**src/rtl/core/rtc2e_pkg.sv**
```systemverilog
// Shared types, status codes and calendar tables for the RTC snapshot to epoch converter.
package rtc2e_pkg;

  typedef enum logic [2:0] {
    ST_OK          = 3'd0,
    ST_HALTED      = 3'd1,
    ST_BAD_BCD     = 3'd2,
    ST_BAD_FIELD   = 3'd3,
    ST_IMPLAUSIBLE = 3'd4
  } status_t;

  // Register index as decoded from paddr[2].
  localparam logic REG_MIN_YEAR = 1'b0;
  localparam logic REG_MAX_YEAR = 1'b1;

  localparam logic [11:0] MIN_YEAR_RESET = 12'd2020;
  localparam logic [11:0] MAX_YEAR_RESET = 12'd2099;
  localparam logic [11:0] BASE_YEAR      = 12'd2000;
  localparam logic [15:0] DAYS_TO_2000   = 16'd10957;

  typedef struct packed {
    logic [11:0] min_year;
    logic [11:0] max_year;
  } cfg_t;

  typedef struct packed {
    status_t     status;
    logic [15:0] days;
    logic [4:0]  hour;
    logic [5:0]  minute;
    logic [5:0]  second;
  } decoded_t;

  function automatic logic bcd_ok(input logic [7:0] v);
    return (v[7:4] <= 4'd9) && (v[3:0] <= 4'd9);
  endfunction

  // Binary value of a masked BCD byte whose high digit is at most 9.
  function automatic logic [6:0] bcd_bin(input logic [7:0] v);
    logic [6:0] hi;
    hi = {3'b000, v[7:4]};
    return (hi << 3) + (hi << 1) + {3'b000, v[3:0]};
  endfunction

  function automatic logic [4:0] month_len(input logic [3:0] m);
    case (m)
      4'd1:    return 5'd31;
      4'd2:    return 5'd28;
      4'd3:    return 5'd31;
      4'd4:    return 5'd30;
      4'd5:    return 5'd31;
      4'd6:    return 5'd30;
      4'd7:    return 5'd31;
      4'd8:    return 5'd31;
      4'd9:    return 5'd30;
      4'd10:   return 5'd31;
      4'd11:   return 5'd30;
      4'd12:   return 5'd31;
      default: return 5'd0;
    endcase
  endfunction

  function automatic logic [8:0] month_start(input logic [3:0] m);
    case (m)
      4'd1:    return 9'd0;
      4'd2:    return 9'd31;
      4'd3:    return 9'd59;
      4'd4:    return 9'd90;
      4'd5:    return 9'd120;
      4'd6:    return 9'd151;
      4'd7:    return 9'd181;
      4'd8:    return 9'd212;
      4'd9:    return 9'd243;
      4'd10:   return 9'd273;
      4'd11:   return 9'd304;
      4'd12:   return 9'd334;
      default: return 9'd0;
    endcase
  endfunction

endpackage

```
**src/rtl/core/bcd_rtc_registers_to_epoch.sv**
```systemverilog
// Top level of the RTC register snapshot to Unix seconds converter.
//
// One input item on the s_t* channel is a snapshot of six RTC register bytes;
// one result item on the m_t* channel carries a status code in m_tuser and the
// Unix seconds in m_tdata (zero unless the status is ok).
// The block is a three-register pipeline: the snapshot is captured, decoded
// and checked into a middle register, and the seconds are formed from the day
// count and time of day into the output register. Each accepted item passes
// through the middle and then the output register before m_tvalid rises; one
// item is accepted every cycle unless m_tready stalls the output. The rate is
// set by the single decode pass and the 86400 multiply between registers.
// When the receiver holds m_tready low, the stages behind the output fill in
// turn, so up to two more items are accepted before s_tready falls; nothing is
// dropped and the held result stays stable.
// Reset clears all stage valid flags and loads the year window with
// 2020..2099. The year window registers are written through the APB port at
// byte address 0 (min) and 4 (max), and should only be written while idle.
module bcd_rtc_registers_to_epoch (
  input  logic        clk,
  input  logic        rst,
  // Input item: seconds_reg, minutes_reg, hours_reg, date_reg, month_reg,
  // year_reg, eight bits each from the lowest bit up.
  input  logic        s_tvalid,
  output logic        s_tready,
  input  logic [47:0] s_tdata,
  // Result item: m_tdata holds epoch_seconds; m_tuser holds status.
  output logic        m_tvalid,
  input  logic        m_tready,
  output logic [31:0] m_tdata,
  output logic [2:0]  m_tuser,
  // Configuration port.
  input  logic        psel,
  input  logic        penable,
  input  logic        pwrite,
  input  logic [2:0]  paddr,
  input  logic [31:0] pwdata,
  output logic [31:0] prdata,
  output logic        pready
);
  import rtc2e_pkg::*;

  cfg_t        cfg;
  logic        in_valid, mid_valid;
  logic [47:0] in_snap;
  decoded_t    dec_comb, dec_q;
  logic [31:0] epoch_comb;
  logic        out_adv, mid_adv;

  // A stage may load whenever it is empty or its content moves on.
  assign out_adv  = !m_tvalid || m_tready;
  assign mid_adv  = !mid_valid || out_adv;
  assign s_tready = !in_valid || mid_adv;

  rtc2e_cfg u_cfg (
    .clk     (clk),
    .rst     (rst),
    .psel    (psel),
    .penable (penable),
    .pwrite  (pwrite),
    .paddr   (paddr),
    .pwdata  (pwdata),
    .prdata  (prdata),
    .pready  (pready),
    .cfg     (cfg)
  );

  always_ff @(posedge clk) begin
    if (rst) begin
      in_valid <= 1'b0;
    end else if (s_tready) begin
      in_valid <= s_tvalid;
    end
  end

  always_ff @(posedge clk) begin
    if (s_tready && s_tvalid) begin
      in_snap <= s_tdata;
    end
  end

  rtc2e_decode u_decode (
    .snap (in_snap),
    .cfg  (cfg),
    .dec  (dec_comb)
  );

  always_ff @(posedge clk) begin
    if (rst) begin
      mid_valid <= 1'b0;
    end else if (mid_adv) begin
      mid_valid <= in_valid;
    end
  end

  always_ff @(posedge clk) begin
    if (mid_adv && in_valid) begin
      dec_q <= dec_comb;
    end
  end

  rtc2e_epoch u_epoch (
    .dec   (dec_q),
    .epoch (epoch_comb)
  );

  always_ff @(posedge clk) begin
    if (rst) begin
      m_tvalid <= 1'b0;
    end else if (out_adv) begin
      m_tvalid <= mid_valid;
    end
  end

  always_ff @(posedge clk) begin
    if (out_adv && mid_valid) begin
      m_tdata <= epoch_comb;
      m_tuser <= dec_q.status;
    end
  end

  // A failed check never reports a nonzero time.
  a_zero_on_error: assert property (@(posedge clk) disable iff (rst)
    m_tvalid && (m_tuser != ST_OK) |-> (m_tdata == 32'd0))
    else $error("nonzero seconds with error status");

  a_status_code: assert property (@(posedge clk) disable iff (rst)
    m_tvalid |-> (m_tuser <= ST_IMPLAUSIBLE))
    else $error("status code out of range");

  // A free output always lets a new snapshot in.
  a_no_bubble: assert property (@(posedge clk) disable iff (rst)
    out_adv |-> s_tready)
    else $error("input stalled while output free");

  a_cfg_min_write: assert property (@(posedge clk) disable iff (rst)
    psel && penable && pwrite && (paddr[2] == REG_MIN_YEAR)
    |=> (cfg.min_year == $past(pwdata[11:0])))
    else $error("min year write lost");

  a_cfg_max_write: assert property (@(posedge clk) disable iff (rst)
    psel && penable && pwrite && (paddr[2] == REG_MAX_YEAR)
    |=> (cfg.max_year == $past(pwdata[11:0])))
    else $error("max year write lost");

endmodule

```
**src/rtl/core/rtc2e_cfg.sv**
```systemverilog
// APB register file holding the plausible year window.
module rtc2e_cfg (
  input  logic               clk,
  input  logic               rst,
  input  logic               psel,
  input  logic               penable,
  input  logic               pwrite,
  input  logic [2:0]         paddr,
  input  logic [31:0]        pwdata,
  output logic [31:0]        prdata,
  output logic               pready,
  output rtc2e_pkg::cfg_t    cfg
);
  import rtc2e_pkg::*;

  logic wr_en;

  assign pready = 1'b1;
  assign wr_en  = psel && penable && pwrite && pready;

  always_ff @(posedge clk) begin
    if (rst) begin
      cfg.min_year <= MIN_YEAR_RESET;
      cfg.max_year <= MAX_YEAR_RESET;
    end else if (wr_en) begin
      case (paddr[2])
        REG_MIN_YEAR: cfg.min_year <= pwdata[11:0];
        REG_MAX_YEAR: cfg.max_year <= pwdata[11:0];
        default: ;
      endcase
    end
  end

  // The low two address bits are ignored; registers are word aligned.
  always_comb begin
    case (paddr[2])
      REG_MIN_YEAR: prdata = {20'd0, cfg.min_year};
      REG_MAX_YEAR: prdata = {20'd0, cfg.max_year};
      default:      prdata = 32'd0;
    endcase
  end

endmodule

```
**src/rtl/core/rtc2e_decode.sv**
```systemverilog
// BCD decode, field checks and day count for one register snapshot.
module rtc2e_decode (
  input  logic [47:0]          snap,
  input  rtc2e_pkg::cfg_t      cfg,
  output rtc2e_pkg::decoded_t  dec
);
  import rtc2e_pkg::*;

  logic [7:0]  sreg, mreg, hreg, dreg, moreg, yreg;
  logic [7:0]  hmasked;
  logic        mode12, pm, leap, all_bcd_ok;
  logic [6:0]  sec_raw, min_raw, hour_raw, day_raw, mon_raw, yoff;
  logic [4:0]  hour_base, hour_cnv;
  logic        hour_bad, mon_bad, day_bad;
  logic [3:0]  mon;
  logic [4:0]  dim;
  logic [11:0] year;
  logic [7:0]  yoff_up;

  assign sreg  = snap[7:0];
  assign mreg  = snap[15:8];
  assign hreg  = snap[23:16];
  assign dreg  = snap[31:24];
  assign moreg = snap[39:32];
  assign yreg  = snap[47:40];

  assign mode12  = hreg[6];
  assign pm      = hreg[5];
  assign hmasked = mode12 ? {3'b000, hreg[4:0]} : {2'b00, hreg[5:0]};

  assign all_bcd_ok = bcd_ok({1'b0, sreg[6:0]}) && bcd_ok({1'b0, mreg[6:0]}) &&
                      bcd_ok(hmasked) && bcd_ok({2'b00, dreg[5:0]}) &&
                      bcd_ok({3'b000, moreg[4:0]}) && bcd_ok(yreg);

  assign sec_raw  = bcd_bin({1'b0, sreg[6:0]});
  assign min_raw  = bcd_bin({1'b0, mreg[6:0]});
  assign hour_raw = bcd_bin(hmasked);
  assign day_raw  = bcd_bin({2'b00, dreg[5:0]});
  assign mon_raw  = bcd_bin({3'b000, moreg[4:0]});
  assign yoff     = bcd_bin(yreg);

  // 12-hour mode: twelve o'clock counts as zero and PM adds twelve.
  assign hour_base = (hour_raw == 7'd12) ? 5'd0 : hour_raw[4:0];
  assign hour_cnv  = mode12 ? (hour_base + (pm ? 5'd12 : 5'd0)) : hour_raw[4:0];
  assign hour_bad  = mode12 ? ((hour_raw < 7'd1) || (hour_raw > 7'd12))
                            : (hour_raw > 7'd23);

  // Within 2000..2099 the Gregorian rule reduces to a multiple of four.
  assign year    = BASE_YEAR + {5'd0, yoff};
  assign leap    = (yoff[1:0] == 2'b00);
  assign mon     = mon_raw[3:0];
  assign mon_bad = (mon_raw < 7'd1) || (mon_raw > 7'd12);
  assign dim     = month_len(mon) + {4'd0, (mon == 4'd2) && leap};
  assign day_bad = (day_raw < 7'd1) || (day_raw > {2'b00, dim});
  assign yoff_up = {1'b0, yoff} + 8'd3;

  always_comb begin
    if (sreg[7]) begin
      dec.status = ST_HALTED;
    end else if (!all_bcd_ok) begin
      dec.status = ST_BAD_BCD;
    end else if (hour_bad || mon_bad || day_bad ||
                 (min_raw > 7'd59) || (sec_raw > 7'd59)) begin
      dec.status = ST_BAD_FIELD;
    end else if ((year < cfg.min_year) || (year > cfg.max_year)) begin
      dec.status = ST_IMPLAUSIBLE;
    end else begin
      dec.status = ST_OK;
    end
  end

  assign dec.days = DAYS_TO_2000 + ({9'd0, yoff} * 16'd365) + {10'd0, yoff_up[7:2]} +
                    {7'd0, month_start(mon)} + {15'd0, (mon > 4'd2) && leap} +
                    {9'd0, day_raw} - 16'd1;
  assign dec.hour   = hour_cnv;
  assign dec.minute = min_raw[5:0];
  assign dec.second = sec_raw[5:0];

endmodule

```
**src/rtl/core/rtc2e_epoch.sv**
```systemverilog
// Converts a day count and time of day into Unix seconds.
module rtc2e_epoch (
  input  rtc2e_pkg::decoded_t  dec,
  output logic [31:0]          epoch
);
  import rtc2e_pkg::*;

  logic [31:0] sum;

  assign sum = ({16'd0, dec.days} * 32'd86400) + ({27'd0, dec.hour} * 32'd3600) +
               ({26'd0, dec.minute} * 32'd60) + {26'd0, dec.second};

  // Any failed check reports zero seconds.
  assign epoch = (dec.status == ST_OK) ? sum : 32'd0;

endmodule
```
**config.mk**
```make
export PLATFORM = sky130hd
export DESIGN_NAME = bcd_rtc_registers_to_epoch
export DESIGN_NICKNAME = d
export VERILOG_FILES = /design/src/rtl/core/rtc2e_pkg.sv /design/src/rtl/core/bcd_rtc_registers_to_epoch.sv /design/src/rtl/core/rtc2e_cfg.sv /design/src/rtl/core/rtc2e_decode.sv /design/src/rtl/core/rtc2e_epoch.sv
export SDC_FILE = /design/constraint.sdc
export NUM_CORES = 1
export LEC_CHECK = 0
export BUFFER_PORTS_ARGS = -buffer_cell sky130_fd_sc_hd__buf_4
export CORE_MARGIN = 2
export CORE_UTILIZATION = 48
export DETAILED_ROUTE_END_ITERATION = 10
export GPL_TIMING_DRIVEN = 0
export PLACE_DENSITY_LB_ADDON = 0.1
export SETUP_SLACK_MARGIN = 0.02
export SLEW_MARGIN = 10
export SYNTH_ARGS = -nofsm -noshare
export SYNTH_HDL_FRONTEND = slang
export SYNTH_HIERARCHICAL = 1
export SYNTH_SLANG_ARGS = --single-unit
export TNS_END_PERCENT = 10
```
**constraint.sdc**
```tcl
create_clock -name clk -period 6.45 [get_ports clk]
set_clock_uncertainty 0.15 [all_clocks]
set_input_delay 0.645 -clock clk [delete_from_list [all_inputs] [get_ports clk]]
set_output_delay 0.645 -clock clk [all_outputs]
set_load 0.02 [all_outputs]
```
==> results of run 1 <==
[cell type report]
class,count,area (µm²)
Multi-Input combinational cell,1039,9880
Fill cell,2712,13400
Timing Repair Buffer,120,917
Clock inverter,15,126
Tap cell,396,495
Sequential cell,139,3900
Clock buffer,17,425
Buffer,47,302
Inverter,237,890
[final timing paths]
kind	startpoint	end	cells after the start
min	s_tdata[1]	in_snap[1]	1
min reg2reg	dec_q[35]	m_tuser[2]	0
max	in_snap[44]	dec_q[31]	24
max reg2reg	in_snap[44]	dec_q[31]	24
[state kept, by name, indices dropped and copies added (netlist names)]
register / flops
dec_q: 36
in_snap: 41
in_valid: 1
m_tdata: 32
m_tuser: 3
m_tvalid: 1
mid_valid: 1
u_cfg/cfg: 24
[layer usage]
metal	track usage, %	part of all wire (%)
met4	4.64	1.4
met2	32.9	47
met1	25.0	49
met3	2.97	2.6
met5	0	0
[metrics by stage]
| step | hold WS (ns) | std cells | utilization, % | instance area, µm² |
|---|---|---|---|---|
| 2_1_floorplan | 0.290 | 1462 | - | 14800 |
| 3_3_place_gp | 0.298 | 1967 | 53.2 | 16200 |
| 3_5_place_dp | 0.313 | 1968 | 53.3 | 16200 |
| 4_1_cts | 0.215 | 2007 | 55.6 | 16900 |
| 5_1_grt | 0.209 | 2010 | 55.8 | 16900 |
| 6_report | 0.235 | 2010 | 55.8 | 16900 |
[repair_timing]
item / in CTS / in global routing
cloned: 0 / 0
gates resized for setup: 25 / 7
buffers inserted: 7 / 3
hold endpoints to repair: 0 / 0
pin swaps: 19 / 6
setup endpoints to repair: 8 / 7
==> metrics, run 1 <==
largest fanout on the critical path=3; Final Cycle Share=98.6%; Clock Root Buffer=sky130_fd_sc_hd__clkbuf_16; count of unresolved DRC violations after routing=0; maximum number of pins on one net before global-route repair=40; total iterations of the first detailed-routing run=5; clock insertion delay at the later pin of the skew report=0.43 ns; count of endpoints failing hold in the final timing report=0; HPWL Detailed=23600 µm; max cap viols=0; Mean Syn Cell Area=10.2 µm²; time the final worst path needs with I/O delays and setup=6.36 ns; number of global-route vias before repair=10200; crit-path cells=buf_4 -> ha_1 -> ha_2 -> fa_2 -> a21o_1 -> a21oi_4 -> xnor2_4 -> ha_4 -> nand2_2 -> fa_2 -> inv_1 -> fa_1 -> fa_2 -> fa_1 -> inv_1 -> fa_1 -> inv_2 -> ha_4 -> inv_2 -> o21ai_2 -> a2111o_1 -> a31o_1 -> a21oi_2 -> xnor2_1; summed negative setup slack over all endpoints=0 ns; setup repair after global routing missed its margin=true; Num CTS Buffers=17; Total Die Area=32000 µm²; Initial DRC Count=461; commonest cells after routing, fill and taps aside=sky130_fd_sc_hd__ha_1, sky130_fd_sc_hd__inv_1, sky130_fd_sc_hd__buf_4, sky130_fd_sc_hd__edfxtp_1, sky130_fd_sc_hd__nor2_1; TritonCTS Sinks=139; most common cell after layout, fill and taps aside=sky130_fd_sc_hd__ha_1; arrival time worst endpoint=6.39 ns; run status=finished clean; clock tree from TritonCTS=built; Post-layout nets=2058; floorplan core area=30300 µm²; fin worst setup slack=0.0887 ns; element type at the critical path end=register; Buf/Inv on CP=5; number of antenna-violating nets in the routed design=0; number of hold-repair buffers added at the cts stage=0; Yosys Warn Count=6; via density per instance=5.03; Req. time, crit path=6.47 ns; reg2reg setup slack=0.09 ns; die span in y=179 µm; transition time at the pin with the least slew margin=0.840 ns; final wirelength=29000 µm; slowest cell delay on critical path=0.51 ns; die width=179 µm; number of ports placed on the die boundary=160; Remaining Overflow, GRT=0; worst max-slew margin expressed relative to the limit=44.0%; CTS clock-pin slew for the worst setup and hold paths=0.07 ns; via count=10100; number of levels the H-tree was split into=4; cells after synthesis=1443; Critical-path top delay cell=sky130_fd_sc_hd__fa_2; I/O Buffers=109; overall global routing resource usage=19.1%; # diodes=0; max-slew violation count=0; Final setup violation count=0; Post-Place Worst Slack=-0.537 ns; starting density of the core=48.4%; buffers from clock root to sink, at most=2; Rows=64; crit start category=register; Worst Setup Path Type=register to register; Layout area overhead=15.4%; placer's final routability congestion estimate=0.850; global-route wire length before repair=48500 µm; share of final-layout standard cells stronger than drive strength 1=16.0%; netlist area before placement=14700 µm²; maximum clock frequency=157 MHz; cell type group with the largest total delay on the critical path=adder cells; initial antenna violation count=0; routed length per placed instance=14.4 µm; class of the tightest hold or removal check=primary input to register
Power of run 1 is left out: the tool's default activity adds up to more than one toggle a clock period on the data nets, which glitch-free logic cannot reach.
==> inputs of run 2 (changes only) <==
- RECOVER_POWER: not set -> 25
==> metrics, run 2 (synthesis gave the netlist of run 1 again) <==
number of standard cells in the layout, taps in and fillers out=2010 (unchanged); startpoint of the lowest-slack register-to-register path=in_snap[44] (unchanged); Post-layout nets=2058 (unchanged); number of hold-repair buffers added at the cts stage=0 (unchanged); commonest cells after routing, fill and taps aside=sky130_fd_sc_hd__ha_1, sky130_fd_sc_hd__inv_1, sky130_fd_sc_hd__edfxtp_1, sky130_fd_sc_hd__buf_4, sky130_fd_sc_hd__nor2_1 (was sky130_fd_sc_hd__ha_1, sky130_fd_sc_hd__inv_1, sky130_fd_sc_hd__buf_4, sky130_fd_sc_hd__edfxtp_1, sky130_fd_sc_hd__nor2_1); class of the tightest hold or removal check=primary input to register (unchanged); Layout area overhead=15.3% (was 15.4%); filler cell count in the final layout=2715 (was 2712); dpl cells=1968 (unchanged); via density per instance=5.03 (about the same); element type at the critical path end=register (unchanged); die width=179 µm (unchanged); routed length per placed instance=14.4 µm (about the same); count of endpoints failing hold in the final timing report=0 (unchanged); Req. time, crit path=6.47 ns (about the same); floorplan core area=30300 µm² (unchanged); number of ports placed on the die boundary=160 (unchanged); transition time at the pin with the least slew margin=1.99 ns (was 0.840 ns); placer's final routability congestion estimate=0.850 (unchanged); Buf/Inv on CP=5 (unchanged); starting density of the core=48.4% (unchanged); clock tree from TritonCTS=built (unchanged); flip-flop count of the largest register, all copies and words added=41 (unchanged); launching instance or port of the critical path=in_snap[44] (unchanged); worst max-slew margin expressed relative to the limit=-32.4% (was 44.0%); number of global-route vias before repair=10200 (unchanged); overall global routing resource usage=19.1% (unchanged); max cap viols=1 (was 0); count of unresolved DRC violations after routing=0 (unchanged); buffers from clock root to sink, at most=2 (unchanged); clock insertion delay at the later pin of the skew report=0.43 ns (about the same); Worst Setup Path Type=register to register (unchanged); via count=10100 (about the same); maximum number of pins on one net before global-route repair=40 (unchanged); Critical-path top delay cell=sky130_fd_sc_hd__fa_2 (unchanged); setup repair after global routing missed its margin=true (unchanged); Largest Register=in_snap (unchanged); total iterations of the first detailed-routing run=5 (unchanged); crit start category=register (unchanged); reg2reg path depth=24 (unchanged); number of antenna-violating nets in the routed design=0 (unchanged); run status=finished with violations (was finished clean); crit-path cells=buf_4 -> ha_1 -> ha_2 -> fa_2 -> a21o_1 -> a21oi_4 -> xnor2_4 -> ha_4 -> nand2_2 -> fa_2 -> inv_1 -> fa_1 -> fa_2 -> fa_1 -> inv_1 -> fa_1 -> inv_2 -> ha_4 -> inv_2 -> o21ai_2 -> a2111o_1 -> a31o_1 -> a21oi_2 -> xnor2_1 (unchanged); Final setup violation count=0 (unchanged); Initial DRC Count=487 (was 461); CTS clock-pin slew for the worst setup and hold paths=0.07 ns (about the same); leading registers by flop count=in_snap: 41 flops, dec_q: 36 flops, m_tdata: 32 flops (unchanged); cell type group with the largest total delay on the critical path=adder cells (unchanged); maximum clock frequency=157 MHz (about the same); reg2reg setup slack=0.09 ns (about the same); die span in y=179 µm (unchanged); FF-to-FF End=dec_q[31] (unchanged); slowest cell delay on critical path=0.51 ns (about the same); Clock Root Buffer=sky130_fd_sc_hd__clkbuf_16 (unchanged); Total Die Area=32000 µm² (unchanged); arrival time worst endpoint=6.39 ns (about the same); violations in the final reports=capacitance limit, slew limit; Levels on crit path=24 (unchanged); time the final worst path needs with I/O delays and setup=6.36 ns (about the same); Num CTS Buffers=17 (unchanged); capturing element of the worst setup path=dec_q[31] (unchanged); Rows=64 (unchanged); HPWL Detailed=23600 µm (unchanged); max-slew violation count=40 (was 0); final wirelength=29000 µm (about the same); summed negative setup slack over all endpoints=0 ns (unchanged); Util after Layout=55.8% (about the same); largest fanout on the critical path=3 (unchanged); global-route wire length before repair=48500 µm (unchanged); number of levels the H-tree was split into=4 (unchanged); # diodes=0 (unchanged); share of final-layout standard cells stronger than drive strength 1=15.9% (was 16.0%); I/O Buffers=109 (unchanged); worst hold slack across all endpoints=0.257 ns (was 0.235 ns); TritonCTS Sinks=139 (unchanged); initial antenna violation count=0 (unchanged); most common cell after layout, fill and taps aside=sky130_fd_sc_hd__ha_1 (unchanged); Final Cycle Share=98.6% (about the same); Remaining Overflow, GRT=0 (unchanged)
==> run 2: cell count changes in the layout (fill, tap and decap cells not counted), sizes merged <==
cell and change:
clkbuf +44, buf -44
==> run 2: per-layer routing <==
| layer | track usage, % | vias up | part of all wire [%] |
|---|---|---|---|
| li1 | - | 5215 | - |
| met1 | 25.0 | 4718 | 48 |
| met2 | 32.9 | 159 | 48 |
| met3 | 2.97 | 24 | 2.8 |
| met4 | 4.64 | 0 | 1.4 |
| met5 | 0 | - | 0 |
==> run 2: how the worst min path moves through the flow <==
stage,from,end,slack (ns),depth (start not counted)
after global placement,dec_q[35],m_tuser[2],0.30,0
final,s_tdata[4],in_snap[4],0.26,1
after floorplan,in_valid,mid_valid,0.29,2
after global routing,s_tdata[29],in_snap[29],0.23,1
after detailed placement,dec_q[35],m_tuser[2],0.31,0
after CTS,s_tdata[28],in_snap[28],0.21,1
==> run 2: area by class of cell <==
| class | instances | area (µm²) | area share, % |
|---|---|---|---|
| Multi-Input combinational cell | 1039 | 9880 | 58.4 |
| Buffer | 47 | 302 | 1.78 |
| Tap cell | 396 | 495 | 2.93 |
| Timing Repair Buffer | 120 | 901 | 5.32 |
| Clock buffer | 17 | 425 | 2.51 |
| Sequential cell | 139 | 3900 | 23.1 |
| Clock inverter | 15 | 126 | 0.747 |
| Inverter | 237 | 890 | 5.26 |
==> run 2: repair_timing <==
item	4_1_cts	5_1_grt
gates cloned	0	0
setup buffers	7	3
pin swaps	19	6
resized for setup	25	7
setup endpoints to repair	8	7
endpoints found under the hold margin	0	0
==> run 2: per-stage QoR <==
stage,worst slack [ns],instance area [µm²]
global placement,-0.544,16200
finish,0.0872,16900
floorplan,0.0272,14800
detailed placement,-0.537,16200
CTS,0.00209,16900
global route,-0.116,16900
Power of run 2 is left out for the same reason.
